**config.mk**
```make
export PLATFORM = sky130hd
export DESIGN_NAME = detection_row_decoder
export DESIGN_NICKNAME = d
export VERILOG_FILES = /design/src/rtl/drd_pkg.sv /design/src/rtl/drd_lane.sv /design/src/rtl/drd_merge.sv /design/src/rtl/drd_scale.sv /design/src/rtl/detection_row_decoder.sv
export SDC_FILE = /design/constraint.sdc
export NUM_CORES = 2
export LEC_CHECK = 0
export ABC_AREA = 1
export BUFFER_PORTS_ARGS = -buffer_cell sky130_fd_sc_hd__buf_2
export CAP_MARGIN = 5
export CORE_MARGIN = 3
export CORE_UTILIZATION = 35
export CTS_CLUSTER_DIAMETER = 80
export DETAILED_ROUTE_END_ITERATION = 12
export GPL_TIMING_DRIVEN = 1
export PLACE_DENSITY = 0.54
export SLEW_MARGIN = 20
export SYNTH_ARGS = -nofsm -noshare
export SYNTH_HDL_FRONTEND = slang
export SYNTH_SLANG_ARGS = --single-unit
```
**constraint.sdc**
```tcl
create_clock -name i_clk -period 7.93 [get_ports i_clk]
set_input_delay 0.3965 -clock i_clk [delete_from_list [all_inputs] [get_ports i_clk]]
set_output_delay 0.3965 -clock i_clk [all_outputs]
set_load 0.02 [all_outputs]
```
**src/rtl/drd_pkg.sv**
```systemverilog
// Shared types, register indexes and reset values for the detection row decoder.
package drd_pkg;

    localparam int SCORE_W     = 16;
    localparam int COORD_W     = 16;
    localparam int INPUT_LANES = 4;
    localparam int CFG_INDEX_W = 3;
    localparam int CFG_DATA_W  = 24;
    localparam int CLASS_CNT_W = 9;

    localparam logic [CFG_INDEX_W-1:0] REG_CLASS_COUNT     = 3'd0;
    localparam logic [CFG_INDEX_W-1:0] REG_SCORE_THRESHOLD = 3'd1;
    localparam logic [CFG_INDEX_W-1:0] REG_PAD_X           = 3'd2;
    localparam logic [CFG_INDEX_W-1:0] REG_PAD_Y           = 3'd3;
    localparam logic [CFG_INDEX_W-1:0] REG_INVERSE_SCALE   = 3'd4;
    localparam logic [CFG_INDEX_W-1:0] REG_ROW_OFFSET      = 3'd5;

    localparam logic [CLASS_CNT_W-1:0] RST_CLASS_COUNT     = 9'd16;
    localparam logic [SCORE_W-1:0]     RST_SCORE_THRESHOLD = 16'd16384;
    localparam logic [23:0]            RST_INVERSE_SCALE   = 24'd65536;

    typedef struct packed {
        logic [COORD_W-1:0] center_x;
        logic [COORD_W-1:0] center_y;
        logic [COORD_W-1:0] width_in;
        logic [COORD_W-1:0] height_in;
        logic [SCORE_W-1:0] score_a;
        logic [SCORE_W-1:0] score_b;
        logic [SCORE_W-1:0] score_c;
        logic [SCORE_W-1:0] score_d;
    } t_in_item;

    typedef struct packed {
        logic signed [15:0] box_left;
        logic signed [15:0] box_top;
        logic signed [15:0] box_width;
        logic signed [15:0] box_height;
        logic [SCORE_W-1:0] confidence;
        logic [7:0]         class_index;
    } t_out_item;

    typedef struct packed {
        logic [COORD_W-1:0] center_x;
        logic [COORD_W-1:0] center_y;
        logic [COORD_W-1:0] width_in;
        logic [COORD_W-1:0] height_in;
        logic [SCORE_W-1:0] confidence;
        logic [7:0]         class_index;
    } t_row;

    typedef struct packed {
        logic [9:0]  pad_x;
        logic [9:0]  pad_y;
        logic [23:0] inverse_scale;
        logic [14:0] row_offset;
    } t_scale_cfg;

endpackage

```
**src/rtl/drd_lane.sv**
```systemverilog
// One score lane: qualifies a class score against the configured class count.
module drd_lane #(
    parameter int CNT_W = 9
) (
    input  logic [drd_pkg::SCORE_W-1:0] i_score,
    input  logic [CNT_W-1:0]            i_class,
    input  logic [CNT_W-1:0]            i_class_count,
    output logic                        o_valid,
    output logic [drd_pkg::SCORE_W-1:0] o_score
);

    // Classes past the end of the row take no part in the search.
    assign o_valid = (i_class < i_class_count);
    assign o_score = o_valid ? i_score : '0;

endmodule

```
**src/rtl/drd_merge.sv**
```systemverilog
// Comparison tree that picks the highest lane score, the lower lane winning a tie.
module drd_merge #(
    parameter int LANES  = 4,
    parameter int LANE_W = 2
) (
    input  logic [LANES-1:0]            i_valid,
    input  logic [drd_pkg::SCORE_W-1:0] i_score [LANES],
    output logic                        o_valid,
    output logic [drd_pkg::SCORE_W-1:0] o_score,
    output logic [LANE_W-1:0]           o_lane
);

    localparam int P2    = 1 << $clog2(LANES);
    localparam int NODES = 2 * P2 - 1;

    logic                        nd_valid [NODES];
    logic [drd_pkg::SCORE_W-1:0] nd_score [NODES];
    logic [LANE_W-1:0]           nd_lane  [NODES];

    always_comb begin
        for (int i = 0; i < P2; i++) begin
            if (i < LANES) begin
                nd_valid[P2-1+i] = i_valid[i];
                nd_score[P2-1+i] = i_score[i];
            end else begin
                nd_valid[P2-1+i] = 1'b0;
                nd_score[P2-1+i] = '0;
            end
            nd_lane[P2-1+i] = LANE_W'(i);
        end
        // The right child holds higher lanes, so it wins only on a strictly higher score.
        for (int i = P2 - 2; i >= 0; i--) begin
            if (nd_valid[2*i+2] &&
                (!nd_valid[2*i+1] || (nd_score[2*i+2] > nd_score[2*i+1]))) begin
                nd_valid[i] = 1'b1;
                nd_score[i] = nd_score[2*i+2];
                nd_lane[i]  = nd_lane[2*i+2];
            end else begin
                nd_valid[i] = nd_valid[2*i+1];
                nd_score[i] = nd_score[2*i+1];
                nd_lane[i]  = nd_lane[2*i+1];
            end
        end
    end

    assign o_valid = nd_valid[0];
    assign o_score = nd_score[0];
    assign o_lane  = nd_lane[0];

endmodule

```
**src/rtl/drd_scale.sv**
```systemverilog
// Box mapping pipeline: multiply stage, then truncation, saturation and output register.
module drd_scale (
    input  logic                i_clk,
    input  logic                i_rst_n,
    input  logic                i_valid,
    output logic                o_ready,
    input  drd_pkg::t_row       i_row,
    input  drd_pkg::t_scale_cfg i_cfg,
    output logic                o_valid,
    input  logic                i_ready,
    output drd_pkg::t_out_item  o_item
);

    // Truncates toward zero after dropping sh fraction bits, then clamps to 16 bits.
    function automatic logic signed [15:0] f_trunc_sat(input logic signed [43:0] v,
                                                       input int unsigned sh);
        logic        [43:0] mask;
        logic signed [43:0] q;
        logic               inexact;
        mask    = (44'd1 << sh) - 44'd1;
        inexact = |($unsigned(v) & mask);
        q       = v >>> sh;
        if (v[43] && inexact) begin
            q = q + 44'sd1;
        end
        if (q > 44'sd32767) begin
            return 16'sh7FFF;
        end else if (q < -44'sd32768) begin
            return 16'sh8000;
        end
        return q[15:0];
    endfunction

    logic signed [17:0] w_nx;
    logic signed [17:0] w_ny;
    logic signed [24:0] w_inv;
    logic               w_o_ready;
    logic               w_m_take;
    logic signed [43:0] w_top_sum;

    logic               r_m_valid;
    logic signed [42:0] r_m_px;
    logic signed [42:0] r_m_py;
    logic [39:0]        r_m_pw;
    logic [39:0]        r_m_ph;
    logic [15:0]        r_m_score;
    logic [7:0]         r_m_class;

    logic               r_o_valid;
    drd_pkg::t_out_item r_o_item;

    // Edge offsets in units of 1/32 pixel: 2*center - size - 32*pad.
    assign w_nx  = $signed({1'b0, i_row.center_x, 1'b0}) - $signed({2'b00, i_row.width_in})
                 - $signed({3'b000, i_cfg.pad_x, 5'b00000});
    assign w_ny  = $signed({1'b0, i_row.center_y, 1'b0}) - $signed({2'b00, i_row.height_in})
                 - $signed({3'b000, i_cfg.pad_y, 5'b00000});
    assign w_inv = $signed({1'b0, i_cfg.inverse_scale});

    assign w_o_ready = !r_o_valid || i_ready;
    assign w_m_take  = r_m_valid && w_o_ready;
    assign o_ready   = !r_m_valid || w_m_take;

    assign w_top_sum = 44'(r_m_py) + $signed({8'd0, i_cfg.row_offset, 21'd0});

    always_ff @(posedge i_clk) begin
        if (!i_rst_n) begin
            r_m_valid <= 1'b0;
        end else if (o_ready) begin
            r_m_valid <= i_valid;
        end
        if (i_valid && o_ready) begin
            r_m_px    <= w_nx * w_inv;
            r_m_py    <= w_ny * w_inv;
            r_m_pw    <= i_row.width_in * i_cfg.inverse_scale;
            r_m_ph    <= i_row.height_in * i_cfg.inverse_scale;
            r_m_score <= i_row.confidence;
            r_m_class <= i_row.class_index;
        end
    end

    always_ff @(posedge i_clk) begin
        if (!i_rst_n) begin
            r_o_valid <= 1'b0;
        end else if (w_o_ready) begin
            r_o_valid <= r_m_valid;
        end
        if (w_m_take) begin
            r_o_item.box_left    <= f_trunc_sat(44'(r_m_px), 21);
            r_o_item.box_top     <= f_trunc_sat(w_top_sum, 21);
            r_o_item.box_width   <= f_trunc_sat($signed({4'd0, r_m_pw}), 20);
            r_o_item.box_height  <= f_trunc_sat($signed({4'd0, r_m_ph}), 20);
            r_o_item.confidence  <= r_m_score;
            r_o_item.class_index <= r_m_class;
        end
    end

    assign o_valid = r_o_valid;
    assign o_item  = r_o_item;

endmodule

```
**src/rtl/detection_row_decoder.sv**
```systemverilog
// Top level of the detection row decoder: configuration, row accumulation and box output.
//
// Usage: a detection row enters on the input channel as a run of transfers (beats), one
// per cycle at most, each with SCORE_LANES class scores; lane l of beat b is class
// b*SCORE_LANES + l. The box fields are sampled on the first beat of a row only. A row
// spans ceil(class_count / SCORE_LANES) beats. A row whose best score reaches the
// threshold yields one transfer on the output channel; other rows yield nothing.
// Throughput: one beat per cycle, with no gap between rows, unless a row's last beat is
// held back as below. The result of a row is offered once it has passed from the row
// register through the multiply stage into the output register.
// The score search itself is a compare tree across the lanes plus one compare against the
// running best, done in the cycle a beat is taken.
// Stalls: when the receiver holds ready low the output register keeps its transfer; the
// two stages behind it still absorb finished rows, and only a row's last beat is held
// back once all of them are full. Non-final beats are always taken.
// Reset (synchronous, active low) empties the pipeline, starts a new row and restores
// the register defaults. Configuration writes take effect on the next cycle and are
// expected only while no row is in flight.
module detection_row_decoder #(
    parameter int MAX_CLASSES = 256,
    parameter int SCORE_LANES = 4
) (
    input  logic                                i_clk,
    input  logic                                i_rst_n,
    input  logic                                i_in_valid,
    output logic                                o_in_ready,
    input  drd_pkg::t_in_item                   i_in_item,
    output logic                                o_out_valid,
    input  logic                                i_out_ready,
    output drd_pkg::t_out_item                  o_out_item,
    input  logic                                i_cfg_we,
    input  logic [drd_pkg::CFG_INDEX_W-1:0]     i_cfg_index,
    input  logic [drd_pkg::CFG_DATA_W-1:0]      i_cfg_data
);

    localparam int BEATS  = (MAX_CLASSES + SCORE_LANES - 1) / SCORE_LANES;
    localparam int BEAT_W = (BEATS > 1) ? $clog2(BEATS) : 1;
    localparam int CNT_W  = $clog2(BEATS * SCORE_LANES + 1);
    localparam int CLS_W  = $clog2(MAX_CLASSES);
    localparam int CLSX_W = (CLS_W > 8) ? CLS_W : 8;
    localparam int LANE_W = (SCORE_LANES > 1) ? $clog2(SCORE_LANES) : 1;

    // Configuration registers.
    logic [drd_pkg::CLASS_CNT_W-1:0] r_class_count;
    logic [drd_pkg::SCORE_W-1:0]     r_score_threshold;
    drd_pkg::t_scale_cfg             r_scale_cfg;

    always_ff @(posedge i_clk) begin
        if (!i_rst_n) begin
            r_class_count             <= drd_pkg::RST_CLASS_COUNT;
            r_score_threshold         <= drd_pkg::RST_SCORE_THRESHOLD;
            r_scale_cfg.pad_x         <= '0;
            r_scale_cfg.pad_y         <= '0;
            r_scale_cfg.inverse_scale <= drd_pkg::RST_INVERSE_SCALE;
            r_scale_cfg.row_offset    <= '0;
        end else if (i_cfg_we) begin
            unique case (i_cfg_index)
                drd_pkg::REG_CLASS_COUNT:     r_class_count <= i_cfg_data[8:0];
                drd_pkg::REG_SCORE_THRESHOLD: r_score_threshold <= i_cfg_data[15:0];
                drd_pkg::REG_PAD_X:           r_scale_cfg.pad_x <= i_cfg_data[9:0];
                drd_pkg::REG_PAD_Y:           r_scale_cfg.pad_y <= i_cfg_data[9:0];
                drd_pkg::REG_INVERSE_SCALE:   r_scale_cfg.inverse_scale <= i_cfg_data[23:0];
                drd_pkg::REG_ROW_OFFSET:      r_scale_cfg.row_offset <= i_cfg_data[14:0];
                default: begin
                end
            endcase
        end
    end

    // A class count of zero acts as one; counts above the build limit are clamped.
    logic [31:0]      w_cc32;
    logic [31:0]      w_eff32;
    logic [CNT_W-1:0] w_eff_classes;

    always_comb begin
        w_cc32 = 32'(r_class_count);
        if (w_cc32 == 32'd0) begin
            w_eff32 = 32'd1;
        end else if (w_cc32 > 32'(MAX_CLASSES)) begin
            w_eff32 = 32'(MAX_CLASSES);
        end else begin
            w_eff32 = w_cc32;
        end
    end
    assign w_eff_classes = w_eff32[CNT_W-1:0];

    // Row position. The row ends on the beat whose lanes reach the class count, which
    // also covers a class count lowered in the middle of a row.
    logic [BEAT_W-1:0] r_beat;
    logic [CNT_W-1:0]  w_base;
    logic              w_first;
    logic              w_last;
    logic              w_accept;

    assign w_base   = CNT_W'(r_beat) * CNT_W'(SCORE_LANES);
    assign w_first  = (r_beat == '0);
    assign w_last   = ((w_base + CNT_W'(SCORE_LANES)) >= w_eff_classes);
    assign w_accept = i_in_valid && o_in_ready;

    // Lanes: scores beyond the four carried by the input read as zero.
    logic [drd_pkg::SCORE_W-1:0] w_in_scores   [drd_pkg::INPUT_LANES];
    logic [drd_pkg::SCORE_W-1:0] w_lane_in     [SCORE_LANES];
    logic [drd_pkg::SCORE_W-1:0] w_lane_score  [SCORE_LANES];
    logic [SCORE_LANES-1:0]      w_lane_valid;

    assign w_in_scores[0] = i_in_item.score_a;
    assign w_in_scores[1] = i_in_item.score_b;
    assign w_in_scores[2] = i_in_item.score_c;
    assign w_in_scores[3] = i_in_item.score_d;

    for (genvar g = 0; g < SCORE_LANES; g++) begin : g_lane
        if (g < drd_pkg::INPUT_LANES) begin : g_fed
            assign w_lane_in[g] = w_in_scores[g];
        end else begin : g_unfed
            assign w_lane_in[g] = '0;
        end

        drd_lane #(
            .CNT_W(CNT_W)
        ) u_lane (
            .i_score      (w_lane_in[g]),
            .i_class      (w_base + CNT_W'(g)),
            .i_class_count(w_eff_classes),
            .o_valid      (w_lane_valid[g]),
            .o_score      (w_lane_score[g])
        );
    end

    logic                        w_win_valid;
    logic [drd_pkg::SCORE_W-1:0] w_win_score;
    logic [LANE_W-1:0]           w_win_lane;
    logic [CNT_W-1:0]            w_win_class;

    drd_merge #(
        .LANES (SCORE_LANES),
        .LANE_W(LANE_W)
    ) u_merge (
        .i_valid(w_lane_valid),
        .i_score(w_lane_score),
        .o_valid(w_win_valid),
        .o_score(w_win_score),
        .o_lane (w_win_lane)
    );

    assign w_win_class = w_base + CNT_W'(w_win_lane);

    // Running best: the first beat of a row always loads; later beats need a strictly
    // higher score, so the earliest class keeps a tie.
    logic [drd_pkg::SCORE_W-1:0] r_best_score;
    logic [CLS_W-1:0]            r_best_class;
    logic [drd_pkg::SCORE_W-1:0] n_best_score;
    logic [CLS_W-1:0]            n_best_class;
    logic [CLSX_W-1:0]           w_class_ext;

    always_comb begin
        n_best_score = r_best_score;
        n_best_class = r_best_class;
        if (w_first || (w_win_valid && (w_win_score > r_best_score))) begin
            n_best_score = w_win_score;
            n_best_class = w_win_class[CLS_W-1:0];
        end
    end
    assign w_class_ext = CLSX_W'(n_best_class);

    // Box fields held from the first beat.
    logic [drd_pkg::COORD_W-1:0] r_held_cx;
    logic [drd_pkg::COORD_W-1:0] r_held_cy;
    logic [drd_pkg::COORD_W-1:0] r_held_w;
    logic [drd_pkg::COORD_W-1:0] r_held_h;

    always_ff @(posedge i_clk) begin
        if (!i_rst_n) begin
            r_beat       <= '0;
            r_best_score <= '0;
            r_best_class <= '0;
        end else if (w_accept) begin
            r_best_score <= n_best_score;
            r_best_class <= n_best_class;
            r_beat       <= w_last ? '0 : r_beat + BEAT_W'(1);
        end
        if (w_accept && w_first) begin
            r_held_cx <= i_in_item.center_x;
            r_held_cy <= i_in_item.center_y;
            r_held_w  <= i_in_item.width_in;
            r_held_h  <= i_in_item.height_in;
        end
    end

    // Finished-row register. Rows under the threshold drain from here without a result.
    logic          r_s1_valid;
    drd_pkg::t_row r_s1_row;
    logic          w_s1_pass;
    logic          w_s1_take;
    logic          w_s1_ready;
    logic          w_scale_ready;

    assign w_s1_pass  = (r_s1_row.confidence >= r_score_threshold);
    assign w_s1_take  = r_s1_valid && (!w_s1_pass || w_scale_ready);
    assign w_s1_ready = !r_s1_valid || w_s1_take;
    assign o_in_ready = !w_last || w_s1_ready;

    always_ff @(posedge i_clk) begin
        if (!i_rst_n) begin
            r_s1_valid <= 1'b0;
        end else if (w_accept && w_last) begin
            r_s1_valid <= 1'b1;
        end else if (w_s1_take) begin
            r_s1_valid <= 1'b0;
        end
        if (w_accept && w_last) begin
            r_s1_row.center_x    <= w_first ? i_in_item.center_x  : r_held_cx;
            r_s1_row.center_y    <= w_first ? i_in_item.center_y  : r_held_cy;
            r_s1_row.width_in    <= w_first ? i_in_item.width_in  : r_held_w;
            r_s1_row.height_in   <= w_first ? i_in_item.height_in : r_held_h;
            r_s1_row.confidence  <= n_best_score;
            r_s1_row.class_index <= w_class_ext[7:0];
        end
    end

    drd_scale u_scale (
        .i_clk  (i_clk),
        .i_rst_n(i_rst_n),
        .i_valid(r_s1_valid && w_s1_pass),
        .o_ready(w_scale_ready),
        .i_row  (r_s1_row),
        .i_cfg  (r_scale_cfg),
        .o_valid(o_out_valid),
        .i_ready(i_out_ready),
        .o_item (o_out_item)
    );

endmodule

```
==> impl_metrics.json <==
{
  "final_cells": 12800,
  "crit_top_cell": "fa_1",
  "worst_pin_slew_ns": 1.05,
  "status": "completed",
  "fp.dieH_um": 477,
  "die_w_um": 477,
  "place_ws_ns": -0.362,
  "synth_cells": 9229,
  "fmax_ghz": 0.128,
  "r2r_cells": 41,
  "required_ns": 8.38,
  "synth-async-reset-ratio_pct": 0,
  "final_cell_mix": "2144 x nand2_1, 2115 x inv_1, 1314 x fa_1, 625 x ha_1, 592 x nor2_1",
  "min_path_cells": 3,
  "grt_max_degree": 65,
  "drt_pass1_iterations": 6,
  "io_pins": 250,
  "synth_ff_type": "edfxtp_1",
  "syn2layout_area_growth_pct": 16.6,
  "final_common_cell": "nand2_1",
  "critPathKind": "reg -> reg",
  "cts_htree_levels": 3,
  "layout-drive-gt1-share_pct": 14.0,
  "cts_tree": "done",
  "arrival_ns": 8.26,
  "end_kind": "flip-flop",
  "grt_pass1_vias": 66000,
  "hold_path.class": "in -> reg",
  "critPathMaxFanout": 3,
  "min_period_ns": 7.81,
  "cts_sinks": 507,
  "wl_per_cell_um": 18.8,
  "coreArea_um2": 220000,
  "drtIter0Drc": 3886,
  "cpPeakStageDelay_ns": 0.62,
  "avgSynthCellArea_um2": 8.41,
  "grt.overflow.total": 0,
  "cts_buffers": 70,
  "clkLatencyLatePin_ns": 0.74,
  "worstSetupStartpointType": "flip-flop",
  "syn_area_um2": 77700,
  "fin_ws_ns": 0.122,
  "finalSetupTns_ns": 0,
  "r2r-end": "u_scale.r_m_px[39]$_DFFE_PP_",
  "io_buffers": 249,
  "crit_path_end": "u_scale.r_m_px[39]$_DFFE_PP_",
  "cts_root_buffer": "clkbuf_16",
  "antenna_left": 0,
  "antenna_found_initial": 7,
  "setup_violations": 0,
  "slew_headroom_pct": 29.7,
  "path_clk_slew_ns": 0.06,
  "grt_usage_pct": 21.3,
  "p_leak_uw": 0.0442,
  "yosys_warnings": 0,
  "drc": 0,
  "yosysSeqAreaShare_pct": 18.1,
  "crit_slowest_cell": "fa_1",
  "powerDensity_nw_per_um2": 270,
  "placedCellCount": 12500,
  "die_area_um2": 228000,
  "clockBufferDepth": 3,
  "initial_core_util_pct": 35.3,
  "hold_violations": 0,
  "finalNetCount": 11900,
  "viasPerCell": 4.84,
  "drv_slew": 0,
  "ys_types": 57,
  "fin_crit_sh_pct": 98.5,
  "vias": 61800,
  "peakVddDrop_v": 0.000409,
  "yosys_register_bits": 507,
  "rsz0062_at_grt": "true",
  "cap_violations": 0,
  "worstReg2RegStart": "r_s1_row[40]$_DFFE_PP_",
  "rrSetupSlack_ns": 0.12,
  "dp_hpwl_um": 189000,
  "synth_edf_count": 390,
  "rows": 172,
  "gp_congestion": 0.904,
  "grt_pass1_wl_um": 379000,
  "crit_start": "r_s1_row[40]$_DFFE_PP_",
  "drt_wl_total_um": 241000,
  "fin_skew_ns": 0.0817
}
## layer usage
metal	vias to the layer above	global-route usage, %	wire length (um)
met5	-	0	0
met3	316	2.72	12900
met4	0	6.56	7620
met2	1675	35.7	115000
li1	28700	-	-
met1	31100	28.6	106000
## cell usage after synthesis (all sizes together), types with 2 or more instances
library cell	instances	area (um2)
ha	663	8300
a21boi	10	75.1
a21o	12	90.1
o221ai	7	61.3
or2	27	169
and2	2	12.5
inv	2156	8090
a221oi	3	26.3
nor3	56	297
o41ai	2	17.5
o221a	4	45.0
and3	2	12.5
o21ai	235	1180
nor3b	7	52.6
xor2	106	928
nand3	199	1030
o2111ai	6	52.6
nand3b	7	52.6
o21a	20	150
xnor2	57	499
clkbuf	335	1260
nand2	2219	8370
o21bai	7	52.6
nor4	14	87.6
a21oi	347	1760
buf	59	265
o211ai	13	97.6
nor2	639	2430
edfxtp	390	11700
clkinv	13	48.8
nand4	44	275
o31ai	9	67.6
dfxtp	117	2340
mux2	64	721
fa	1337	26800
a31oi	32	200
a211oi	5	37.5
## worst max-delay path: cells and delay by family (launching register included)
family / cells / cell delay [ns]
compound gates: 9 / 1.15
fa+ha+maj: 9 / 3.84
xor+xnor: 1 / 0.14
simple gates: 15 / 1.26
flops: 1 / 0.43
buf+inv: 7 / 0.69
## report_power, final
part	switching (uW)	internal, uW	total, uW
Sequential	90.9	3440	3540
Clock	1370	1820	3190
Combinational	9690	8030	17700
Total	11100	13300	24400
## flip-flops by register name (all words and copies together), names as in the netlist, 20 cells and up
name            flops
r_s1_row           88
u_scale.o_item     88
r_scale_cfg        59
u_scale.r_m_px     43
u_scale.r_m_py     43
u_scale.r_m_ph     20
u_scale.r_m_pw     20
## worst min-delay path by stage
stage                                                from                      endpoint  slack [ns]
after floorplan            u_scale.r_m_class[0]$_DFFE_PP_   u_scale.o_item[0]$_DFFE_PP_        0.40
after global placement     u_scale.r_m_score[7]$_DFFE_PP_  u_scale.o_item[15]$_DFFE_PP_        0.40
after detailed placement  u_scale.r_m_score[12]$_DFFE_PP_  u_scale.o_item[20]$_DFFE_PP_        0.41
after CTS                                  i_cfg_data[20]  r_scale_cfg[35]$_SDFFE_PN0P_       0.004
after global routing                       i_cfg_data[23]  r_scale_cfg[38]$_SDFFE_PN0P_        0.09
final                                      i_cfg_data[23]  r_scale_cfg[38]$_SDFFE_PN0P_        0.07
## metrics by stage
step	hold WS (ns)	utilization (%)	instance area, um2	total power (uW)
global route	0.0948	41.1	90500	26500
finish	0.0705	41.1	90500	24400
CTS	0.00365	40.1	88200	21800
global placement	0.403	38.6	84900	18200
floorplan	0.400	-	77700	12100
detailed placement	0.406	38.6	85000	18200
## repair_timing
action | in CTS | in global routing
hold buffers | 76 | 0
setup buffers | 6 | 53
hold endpoints to repair | 110 | 0
pin swaps | 11 | 206
resized for setup | 43 | 422
endpoints found under the setup margin | 33 | 91
cloned | 0 | 4
## cell type report
type | instances | area, um2
clock inverters | 43 | 468
repair buffers | 848 | 6550
flip-flops and latches | 507 | 14100
clock buffers | 86 | 1860
fillers | 22100 | 130000
diodes | 2 | 5.00
multi-input cells | 6160 | 55700
inverters | 2169 | 8150
well taps | 2958 | 3700
## cell families after synthesis
family,count (synthesis),synth area share (%)
flops,507,18.1
buf+inv,2563,12.4
other cells,1,0.00483
simple gates,3217,16.5
fa+ha+maj,2000,45.2
xor+xnor,163,1.84
mux,64,0.928
compound gates,714,5.05
No activity file was read; power rests on OpenSTA's default activity.
